`src/rtl/ntex_fifo.sv`:
```
// Small register queue used between the front end, the back end and the result port.
module ntex_fifo #(
	parameter int W     = 32,
	parameter int DEPTH = 4
) (
	input  logic                         clk,
	input  logic                         arst_n,
	input  logic                         push,
	input  logic [W-1:0]                 wdata,
	input  logic                         pop,
	output logic [W-1:0]                 rdata,
	output logic                         empty,
	output logic [$clog2(DEPTH+1)-1:0]   count
);
	localparam int PW = (DEPTH > 1) ? $clog2(DEPTH) : 1;
	localparam int CW = $clog2(DEPTH + 1);

	logic [W-1:0]  entry_q [DEPTH];
	logic [PW-1:0] wr_ptr_q;
	logic [PW-1:0] rd_ptr_q;
	logic [CW-1:0] count_q;
	logic          full;
	logic          do_push;
	logic          do_pop;

	assign do_push = push && !full;
	assign do_pop  = pop && !empty;
	assign empty   = (count_q == '0);
	assign full    = (count_q == CW'(DEPTH));
	assign count   = count_q;
	assign rdata   = entry_q[rd_ptr_q];

	always_ff @(posedge clk or negedge arst_n) begin
		if (!arst_n) begin
			wr_ptr_q <= '0;
			rd_ptr_q <= '0;
			count_q  <= '0;
		end else begin
			if (do_push) begin
				wr_ptr_q <= (wr_ptr_q == PW'(DEPTH - 1)) ? '0 : wr_ptr_q + PW'(1);
			end
			if (do_pop) begin
				rd_ptr_q <= (rd_ptr_q == PW'(DEPTH - 1)) ? '0 : rd_ptr_q + PW'(1);
			end
			if (do_push && !do_pop) begin
				count_q <= count_q + CW'(1);
			end else if (do_pop && !do_push) begin
				count_q <= count_q - CW'(1);
			end
		end
	end

	always_ff @(posedge clk) begin
		if (do_push) begin
			entry_q[wr_ptr_q] <= wdata;
		end
	end

endmodule

```
`config.mk`:
```
export PLATFORM = sky130hd
export DESIGN_NAME = ntex_fifo
export DESIGN_NICKNAME = d
export VERILOG_FILES = /design/src/rtl/ntex_fifo.sv
export SDC_FILE = /design/constraint.sdc
export NUM_CORES = 1
export LEC_CHECK = 0
export ABC_CLOCK_PERIOD_IN_PS = 3000
export BUFFER_PORTS_ARGS = -buffer_cell sky130_fd_sc_hd__buf_2
export CORE_MARGIN = 4
export CORE_UTILIZATION = 55
export CTS_BUF_LIST = sky130_fd_sc_hd__clkbuf_16
export DETAILED_ROUTE_END_ITERATION = 10
export GPL_ROUTABILITY_DRIVEN = 0
export PLACE_DENSITY = 0.78
export SLEW_MARGIN = 20
export SYNTH_ARGS = -nofsm -noshare
export SYNTH_HDL_FRONTEND = slang
export SYNTH_SLANG_ARGS = --single-unit
```
`constraint.sdc`:
```
create_clock -name clk -period 3 [get_ports clk]
set_input_delay 0.3 -clock clk [delete_from_list [all_inputs] [get_ports clk]]
set_output_delay 0.3 -clock clk [all_outputs]
set_load 0.02 [all_outputs]
```
==> reports/qor.yml <==
outcome:
  status: "completed"
clock_network:
  cts.clk_slew.worst_paths_ps: 60
  cts.sinks: 135
  cts_setup_buffers: 0
  cts_tree: "done"
  cts_root_buffer: "clkbuf_16"
  ctsResizeCount: 0
  worstSkewPairLatency_ps: 410
  cts_buffers: 17
  clock_path_buffers: 2
  htreeDepth: 4
route:
  ant_nets: 0
  drc: 0
  drt_first_pass_iters: 4
  vias: 2330
  drtIter0Drc: 179
  routed_wl_um: 8490
  post_drt_wl_per_cell_um: 20.4
  via_per_inst: 5.60
layout:
  num-fill-cells: 541
  multi_input_area_mm2: 0.00100
  areaGrowthSynthToFinish_pct: 21.8
  drive_gt1_frac: 0.484
  nNetsFinal: 338
  diodes: 0
  fin_cells: 416
  seq_area_mm2: 0.00402
  final_util: 0.701
sta:
  fin_worst_skew_ps: 10.1
  whs_ps: 99.4
  rsz0062_at_grt: "no"
  slew_viol_final: 0
  hold_viol_final: 0
  fmax_ghz: 0.419
  fin_tns_setup_ps: 0
  slew_headroom: 0.659
  finalCriticalPeriod_ps: 2390
  setup_viol: 0
  finalCritPeriodShare: 0.796
  worst_pin_slew_ps: 511
floorplan:
  die_h_um: 104
  start_util: 0.575
  num_io_pins: 72
  dieArea_mm2: 0.0109
  die_w_um: 104
  rows: 34
  coreArea_mm2: 0.00889
pwr:
  p_total_uw: 6760
  power.leakage_uw: 0.00223
  p_per_area_mw_per_mm2: 1090
  irDropWorstVdd_mv: 0.584
synth:
  syn_avg_cell_area_um2: 25.1
  ys_seq_elements: 135
  syn-num-nets: 247
  synth-seq-area-share: 0.786
  synth.distinct_cells: 20
  netlist_area_mm2: 0.00512
  synthCells: 204
  yosysWarnings: 0
placed_design:
  io_buffers: 71
  dp_cells: 383
  dp_hpwl_um: 5440
worst_setup_path:
  crit_type: "flip-flop to output pin"
  arrival_ps: 2090
  end_kind: "output pin"
  startpoint_type: "flip-flop"
  critical_path_required_ps: 2700
  critPathMaxFanout: 14
global_route:
  overflow: 0
  grt_pass1_vias: 2528
  antenna_found_initial: 0
  grt_pass1_wl_um: 14100
  track_usage: 0.174
  grt_max_degree: 27
job:
  cap_violations: 0
min_path:
  hold_class: "primary input to flip-flop"
worst paths after layout:
| path | from | endpoint | slack [ps] | cells past startpoint |
|---|---|---|---|---|
| setup reg to reg | count[0] | count[2] | 940 | 8 |
| max in group asynchronous | arst_n | rd_ptr_q[0] | 2580 | 2 |
| setup / recovery | rd_ptr_q[0] | rdata[5] | 610 | 3 |
| hold / removal | wdata[7] | entry_q[3][7] | 100 | 1 |
| hold reg to reg | wr_ptr_q[1] | wr_ptr_q[1] | 580 | 1 |
| min in group asynchronous | arst_n | wr_ptr_q[1] | 250 | 2 |
sequential cells by signal (all words and copies together), names as in the netlist:
register  cells
entry_q     128
count         3
rd_ptr_q      2
wr_ptr_q      2
report_power, final:
group,internal (µW),leakage (µW),switching [µW]
clock network,1330,0.000291,790
registers,2500,0.00125,211
logic,851,0.000684,1090
cells in the mapped netlist:
library cell  count  area (µm²)
mux4_2           28         631
nor3_1            2        10.0
a21boi_4          1        18.8
buf_2             3        15.0
xor2_1            2        17.5
xnor2_1           1        8.76
buf_12            3        60.1
fa_1              1        20.0
edfxtp_1        128        3840
mux2_2            4        45.0
a21o_1            1        7.51
inv_1             3        11.3
ha_1              6        75.1
buf_6             1        11.3
o31ai_4           1        21.3
mux4_1            4         105
and2_1            4        25.0
clkbuf_1          1        3.75
dfrtp_1           7         175
nor2_1            3        11.3
stage by stage:
stage / instance area [µm²] / worst slack (ps)
global placement: 5610 / 1020
CTS: 6230 / 547
detailed placement: 5610 / 954
finish: 6230 / 611
global route: 6230 / 467
floorplan: 5120 / 840
logic make-up after synthesis:
kind of cell,count (synthesis),synth area share
flops,135,0.786
mux,36,0.153
buf+inv,11,0.0198
simple gates,9,0.00905
fa+ha+maj,7,0.0186
compound gates,3,0.00929
xor+xnor,3,0.00514
layout by cell type (no fill, tap or decap):
cell type,count
bufinv_16,3
dfrtp_1,6
xor2_1,2
inv_6,6
o31ai_4,1
clkbuf_16,17
inv_8,1
a21boi_4,1
nor2_1,3
clkinvlp_4,3
buf_12,2
buf_4,6
xnor2_1,1
edfxtp_1,128
nor3_1,2
clkinv_4,1
mux2_2,4
ha_1,6
fa_1,1
dfrtp_2,1
mux4_1,4
a21o_1,1
dlygate4sd3_1,1
mux4_2,28
buf_2,71
clkinv_1,1
inv_1,3
and2_2,4
timing repair:
action / in CTS / in global routing
setup endpoints to repair: 0 / 0
hold buffers: 1 / 0
hold endpoints to repair: 7 / 0
layer usage:
metal / share of wire / up-vias / global-route usage
met1: 0.43 / 1205 / 0.233
met3: 0.061 / 6 / 0.0726
met4: 0.0068 / 0 / 0.0484
met2: 0.50 / 72 / 0.266
li1: - / 1047 / -
met5: 0 / - / 0
critical path: stages (launching register included):
cell	delay, ps
dfrtp_2	640
buf_4	310
mux4_2	550
buf_2	180
layout make-up:
class,instances,share of cell area
flip-flops and latches,135,0.645
inverters,3,0.00181
repair buffers,80,0.0723
clock buffers,17,0.0683
well taps,108,0.0217
multi-input cells,58,0.161
clock inverters,15,0.0303
Note: power is estimated with default switching activity, not from simulation.
