<file path="config.mk">
export PLATFORM = sky130hd
export DESIGN_NAME = ntex_front
export DESIGN_NICKNAME = d
export VERILOG_FILES = /design/src/rtl/ntex_pkg.sv /design/src/rtl/ntex_front.sv
export SDC_FILE = /design/constraint.sdc
export NUM_CORES = 1
export LEC_CHECK = 0
export ABC_CLOCK_PERIOD_IN_PS = 17800
export BUFFER_PORTS_ARGS = -buffer_cell sky130_fd_sc_hd__buf_2
export CAP_MARGIN = 30
export CORE_AREA = 8 8 206 208
export CTS_BUF_LIST = sky130_fd_sc_hd__clkbuf_16
export DETAILED_ROUTE_END_ITERATION = 16
export DIE_AREA = 0 0 214 216
export HOLD_SLACK_MARGIN = 0.1
export PLACE_DENSITY = 0.81
export SYNTH_ARGS = -nofsm -noshare
export SYNTH_HDL_FRONTEND = slang
export SYNTH_SLANG_ARGS = --single-unit
</file>
<file path="constraint.sdc">
create_clock -name clk -period 17.8 [get_ports clk]
set_clock_uncertainty 0.05 [all_clocks]
set_input_delay 5.34 -clock clk [delete_from_list [all_inputs] [get_ports clk]]
set_output_delay 5.34 -clock clk [all_outputs]
set_load 0.02 [all_outputs]
</file>
<file path="src/rtl/ntex_pkg.sv">
// Shared constants, codes and types of the nearest texture sampler.
package ntex_pkg;

	localparam int MAX_TEXELS_DEF    = 65536;
	localparam int MAX_DIMENSION_DEF = 256;

	localparam int MODE_W    = 2;
	localparam int COORD_W   = 32;
	localparam int WADDR_W   = 16;
	localparam int TEXEL_W   = 32;
	localparam int CFG_W     = 9;
	localparam int CFG_IDX_W = 2;
	localparam int CFG_RESET = 256;

	// Q15.16 fixed point.
	localparam int           Q_FRAC = 16;
	localparam logic [31:0]  Q_ONE  = 32'h0001_0000;
	localparam logic [31:0]  Q_HALF = 32'h0000_8000;
	localparam int           CLAMP_W = Q_FRAC + 1;

	localparam int QUEUE_DEPTH  = 4;
	localparam int RESULT_DEPTH = 4;

	localparam logic [CFG_IDX_W-1:0] REG_WIDTH  = CFG_IDX_W'(0);
	localparam logic [CFG_IDX_W-1:0] REG_HEIGHT = CFG_IDX_W'(1);

	typedef enum logic [MODE_W-1:0] {
		MODE_WRITE = 2'd0,
		MODE_CLAMP = 2'd1,
		MODE_TILE  = 2'd2
	} mode_t;

	// Work that the back end carries out for one queued item.
	typedef enum logic [1:0] {
		OP_WRITE = 2'd0,
		OP_READ  = 2'd1,
		OP_ZERO  = 2'd2
	} op_t;

endpackage

</file>
<file path="src/rtl/ntex_front.sv">
// Front end: accepts items, classifies them and maps sample coordinates to a texel index.
module ntex_front #(
	parameter int MAX_TEXELS    = ntex_pkg::MAX_TEXELS_DEF,
	parameter int MAX_DIMENSION = ntex_pkg::MAX_DIMENSION_DEF,
	parameter int AW            = (MAX_TEXELS > 1) ? $clog2(MAX_TEXELS) : 1
) (
	input  logic                          clk,
	input  logic                          arst_n,
	input  logic                          accept,
	input  logic [ntex_pkg::MODE_W-1:0]   mode,
	input  logic [ntex_pkg::COORD_W-1:0]  s_coord,
	input  logic [ntex_pkg::COORD_W-1:0]  t_coord,
	input  logic [ntex_pkg::WADDR_W-1:0]  write_address,
	input  logic [ntex_pkg::TEXEL_W-1:0]  write_texel,
	input  logic [ntex_pkg::CFG_W-1:0]    width_cfg,
	input  logic [ntex_pkg::CFG_W-1:0]    height_cfg,
	output logic                          advance,
	input  logic                          q_full,
	output logic                          q_push,
	output ntex_pkg::op_t                 q_op,
	output logic [AW-1:0]                 q_addr,
	output logic [ntex_pkg::TEXEL_W-1:0]  q_data
);
	import ntex_pkg::*;

	localparam int CW = (MAX_DIMENSION > 1) ? $clog2(MAX_DIMENSION) : 1;
	localparam int DW = $clog2(MAX_DIMENSION + 1);
	localparam int PW = CLAMP_W + CW;
	localparam int IW = (2 * CW + 1 > AW) ? 2 * CW + 1 : AW;

	function automatic logic [DW-1:0] limit_dim(input logic [CFG_W-1:0] d);
		logic [DW-1:0] r;
		if (d == '0) begin
			r = DW'(1);
		end else if (32'(d) > 32'(MAX_DIMENSION)) begin
			r = DW'(MAX_DIMENSION);
		end else begin
			r = DW'(d);
		end
		return r;
	endfunction

	// Negative coordinates go to zero; tile keeps the fraction above one.
	function automatic logic [CLAMP_W-1:0] clamp_coord(input logic [COORD_W-1:0] raw,
		input logic tile);
		logic [COORD_W-1:0] r;
		r = raw;
		if (raw[COORD_W-1]) begin
			r = '0;
		end else begin
			if (tile && r > Q_ONE) begin
				r = {16'h0000, r[Q_FRAC-1:0]};
			end
			if (r > Q_ONE) begin
				r = Q_ONE;
			end
		end
		return r[CLAMP_W-1:0];
	endfunction

	logic [DW-1:0]  w_lim;
	logic [DW-1:0]  h_lim;
	logic           keep;
	op_t            op_in;
	logic           tile;

	logic                v_s1, v_s2, v_s3, v_s4;
	op_t                 op_s1, op_s2, op_s3, op_s4;
	logic [AW-1:0]       addr_s1, addr_s2, addr_s3, addr_s4;
	logic [TEXEL_W-1:0]  data_s1, data_s2, data_s3, data_s4;
	logic [CLAMP_W-1:0]  cs_s1, ct_s1;
	logic [CW-1:0]       wm1_s1, hm1_s1, hm1_s2;
	logic [DW-1:0]       w_s1, w_s2, w_s3;
	logic [PW-1:0]       ps_s2, pt_s2;
	logic [CW-1:0]       col_s3, row_s3;
	logic [PW:0]         s_round;
	logic [PW:0]         t_round;
	logic [IW-1:0]       idx;
	logic                in_range;

	assign advance = !v_s4 || !q_full;
	assign q_push  = v_s4 && !q_full;
	assign q_op    = op_s4;
	assign q_addr  = addr_s4;
	assign q_data  = data_s4;

	assign w_lim = limit_dim(width_cfg);
	assign h_lim = limit_dim(height_cfg);

	always_comb begin
		keep  = 1'b0;
		op_in = OP_READ;
		tile  = 1'b0;
		unique case (mode)
			MODE_WRITE: begin
				keep  = (32'(write_address) < 32'(MAX_TEXELS));
				op_in = OP_WRITE;
			end
			MODE_CLAMP: begin
				keep = 1'b1;
			end
			MODE_TILE: begin
				keep = 1'b1;
				tile = 1'b1;
			end
			default: begin
				keep = 1'b0;
			end
		endcase
	end

	assign s_round  = (PW+1)'(ps_s2) + (PW+1)'(Q_HALF);
	assign t_round  = (PW+1)'(pt_s2) + (PW+1)'(Q_HALF);
	assign idx      = IW'(row_s3) * IW'(w_s3) + IW'(col_s3);
	assign in_range = (64'(idx) < 64'(MAX_TEXELS));

	always_ff @(posedge clk or negedge arst_n) begin
		if (!arst_n) begin
			v_s1 <= 1'b0;
			v_s2 <= 1'b0;
			v_s3 <= 1'b0;
			v_s4 <= 1'b0;
		end else if (advance) begin
			v_s1 <= accept && keep;
			v_s2 <= v_s1;
			v_s3 <= v_s2;
			v_s4 <= v_s3;
		end
	end

	always_ff @(posedge clk) begin
		if (advance) begin
			op_s1   <= op_in;
			addr_s1 <= AW'(write_address);
			data_s1 <= write_texel;
			cs_s1   <= clamp_coord(s_coord, tile);
			ct_s1   <= clamp_coord(t_coord, tile);
			wm1_s1  <= CW'(w_lim - DW'(1));
			hm1_s1  <= CW'(h_lim - DW'(1));
			w_s1    <= w_lim;

			op_s2   <= op_s1;
			addr_s2 <= addr_s1;
			data_s2 <= data_s1;
			ps_s2   <= PW'(cs_s1) * PW'(wm1_s1);
			pt_s2   <= PW'(ct_s1) * PW'(hm1_s1);
			hm1_s2  <= hm1_s1;
			w_s2    <= w_s1;

			op_s3   <= op_s2;
			addr_s3 <= addr_s2;
			data_s3 <= data_s2;
			col_s3  <= s_round[Q_FRAC +: CW];
			row_s3  <= hm1_s2 - t_round[Q_FRAC +: CW];
			w_s3    <= w_s2;

			data_s4 <= data_s3;
			if (op_s3 == OP_WRITE) begin
				op_s4   <= OP_WRITE;
				addr_s4 <= addr_s3;
			end else begin
				op_s4   <= in_range ? OP_READ : OP_ZERO;
				addr_s4 <= idx[AW-1:0];
			end
		end
	end

endmodule

</file>
==> qor.yml <==
drt:
  post-route-drc-count: 0
  top_layer: "met4"
  dr.pass1.iters: 5
  post_drt_wl_per_cell_um: 16.5
  wl_met1_um: 17000
  via_per_inst: 5.17
  antenna_left: 0
  met3_length_um: 2510
  drt_iter0_drc: 869
  drt_wl_total_um: 40900
  num_vias: 12800
  wl_met2_um: 20200
synthesis:
  synthSimpleGateAreaFrac: 0.139
  synth_area_leaders: "edfxtp_1 45%, fa_1 21%, and2_1 8.1%"
  synth_top_family_by_area: "adder cells"
  synth_warnings: 0
  postSynthAreaPerCell_sq_um: 12.4
  synth_cell_types: 50
  synth_flop_cell: "edfxtp_1"
  async_flop_share: 0.0125
  synth_xor_area_frac: 0.0251
  synth-compound-area-share: 0.0366
  synth-edff-count: 316
  synth.top_cell.area_share: 0.445
  netlist_instances: 1721
  synthMuxAreaShare: 0.00529
  synth_fa_ha_area_frac: 0.289
  syn_nets: 2213
  synth_seq_cells: 320
  yosys.area.top_type: "edfxtp_1"
  yosysSeqAreaShare: 0.450
  synth_area_sq_mm: 0.0213
floorplanning:
  fp.dieH_um: 216
  fp-row-count: 73
  fp.dieW_um: 214
  floorplan.initialDensity: 0.544
  dieArea_sq_mm: 0.0462
  core_sq_mm: 0.0392
  io-pin-count: 188
cells_and_area:
  finalNetCount: 2417
  fillers: 2969
  layout_common_cells: "316 x edfxtp_1, 291 x inv_1, 276 x and2_1"
  final_area_sq_mm: 0.0240
  seqCellArea_sq_mm: 0.00959
  final_common_cell: "edfxtp_1"
  multiInputGateArea_sq_mm: 0.0105
  instances_no_fill: 2476
  syn_to_final_growth_pct: 12.9
  drive_above_1_share: 0.135
place:
  place_area_sq_mm: 0.0228
  placed_cells: 2410
  dp_hpwl_um: 30600
  gp_congestion: 0.858
  port_buffers: 187
clock_network:
  cts_tree: "done"
  cts_max_level: 2
  post-cts-setup-buffer-count: 0
  cts_buffers: 35
  cts_resized: 0
  ctsRootBufferMaster: "clkbuf_16"
  clockBufferDepth: 3
  clkLatencyLatePin_ns: 0.55
  path_clk_slew_ns: 0.06
  ctsHoldBuffers: 0
  cts_sinks: 320
critical_path:
  path_class: "input pin to output port"
  crit_fanout: 41
  end_kind: "output port"
  worstPathArrival_ns: 6.39
  startpoint_type: "input pin"
  required_ns: 12.41
timing:
  clock.fmax_ghz: 0.0849
  hold_violations: 0
  max_slew_margin: 0.364
  setup_viol: 0
  rsz0062_at_grt: "false"
  final_max_slew_viol_count: 0
  tns_ns: 0
  tightest_slew_ns: 0.954
  finalCritPeriodShare: 0.662
  finalCriticalPeriod_ns: 11.78
global_routing:
  grt_pass1_vias: 13900
  antenna_found_initial: 1
  grt_max_degree: 86
  grt_pass1_wl_um: 67300
  grt.overflow.total: 0
  gr-usage-all-layers: 0.177
flow_run:
  max_cap_violations: 0
outcome:
  status: "completed"
hold_path:
  hp-class: "register to register"
registers in the layout, summed over array words and instances (netlist names), 16 cells and up:
name and flops:
data_s1 32, q_addr 16, q_data 32, addr_s1 16, addr_s2 16, cs_s1 17, ct_s1 17, data_s2 32
data_s3 32, addr_s3 16
path summary, 6_finish.rpt:
check / from / to / slack, ns / cells after the start
worst max-delay path: q_full / advance / 6.02 / 4
worst min-delay path: addr_s2[12] / addr_s3[12] / 0.36 / 0
worst max register to register: wm1_s1[4] / ps_s2[23] / 12.32 / 15
worst min register to register: addr_s2[12] / addr_s3[12] / 0.36 / 0
max in group asynchronous: arst_n / v_s3 / 13.03 / 1
min in group asynchronous: arst_n / v_s1 / 4.54 / 1
metal layers:
metal  GRT usage  vias up
li1            -     6049
met3      0.0397       77
met4      0.0630        0
met1       0.219     6284
met5           0        -
met2       0.304      390
synth_stat cells (3+ instances only):
master,count
a21o_1,18
o2111ai_1,3
o31ai_1,4
o21a_1,6
nor3_1,9
ha_1,129
a21oi_1,27
edfxtp_1,316
and2_1,276
o211ai_1,4
dfrtp_1,4
nand2b_1,8
xnor2_1,38
nand4_1,8
xor2_1,23
inv_1,286
o21ai_0,23
nor4_1,20
clkbuf_1,26
mux2_2,10
or3_1,5
nor2b_1,10
and3_1,8
o21bai_1,6
nor2_1,37
a211oi_1,6
fa_1,227
nand2_1,133
nand3_1,21
through the flow:
stage	setup slack [ns]	hold slack, ns	util
after global placement	5.85	0.350	0.583
after global routing	5.94	0.368	0.614
final	6.02	0.362	0.614
after floorplan	0.238	0.350	-
after detailed placement	5.81	0.355	0.583
after CTS	5.81	0.358	0.612
worst max-delay path: stages:
cell     delay, ns
buf_2         0.13
nand2_4       0.37
buf_12        0.31
buf_2         0.22
cells by family after synthesis:
logic type,after synthesis
flops,320
xor+xnor,61
fa+ha+maj,356
mux,10
simple gates,544
compound gates,117
buf+inv,313
area by class of cell:
class	count	share of cell area
tap	525	0.0273
multi-input combinational	1088	0.439
antenna	1	0.000104
clock inverter	27	0.0111
timing repair buffer	193	0.0430
sequential	320	0.399
inverter	287	0.0448
clock buffer	35	0.0364
Power is not shown: default switching activity piles up to over one toggle a cycle in this logic, so the estimate is an artifact.
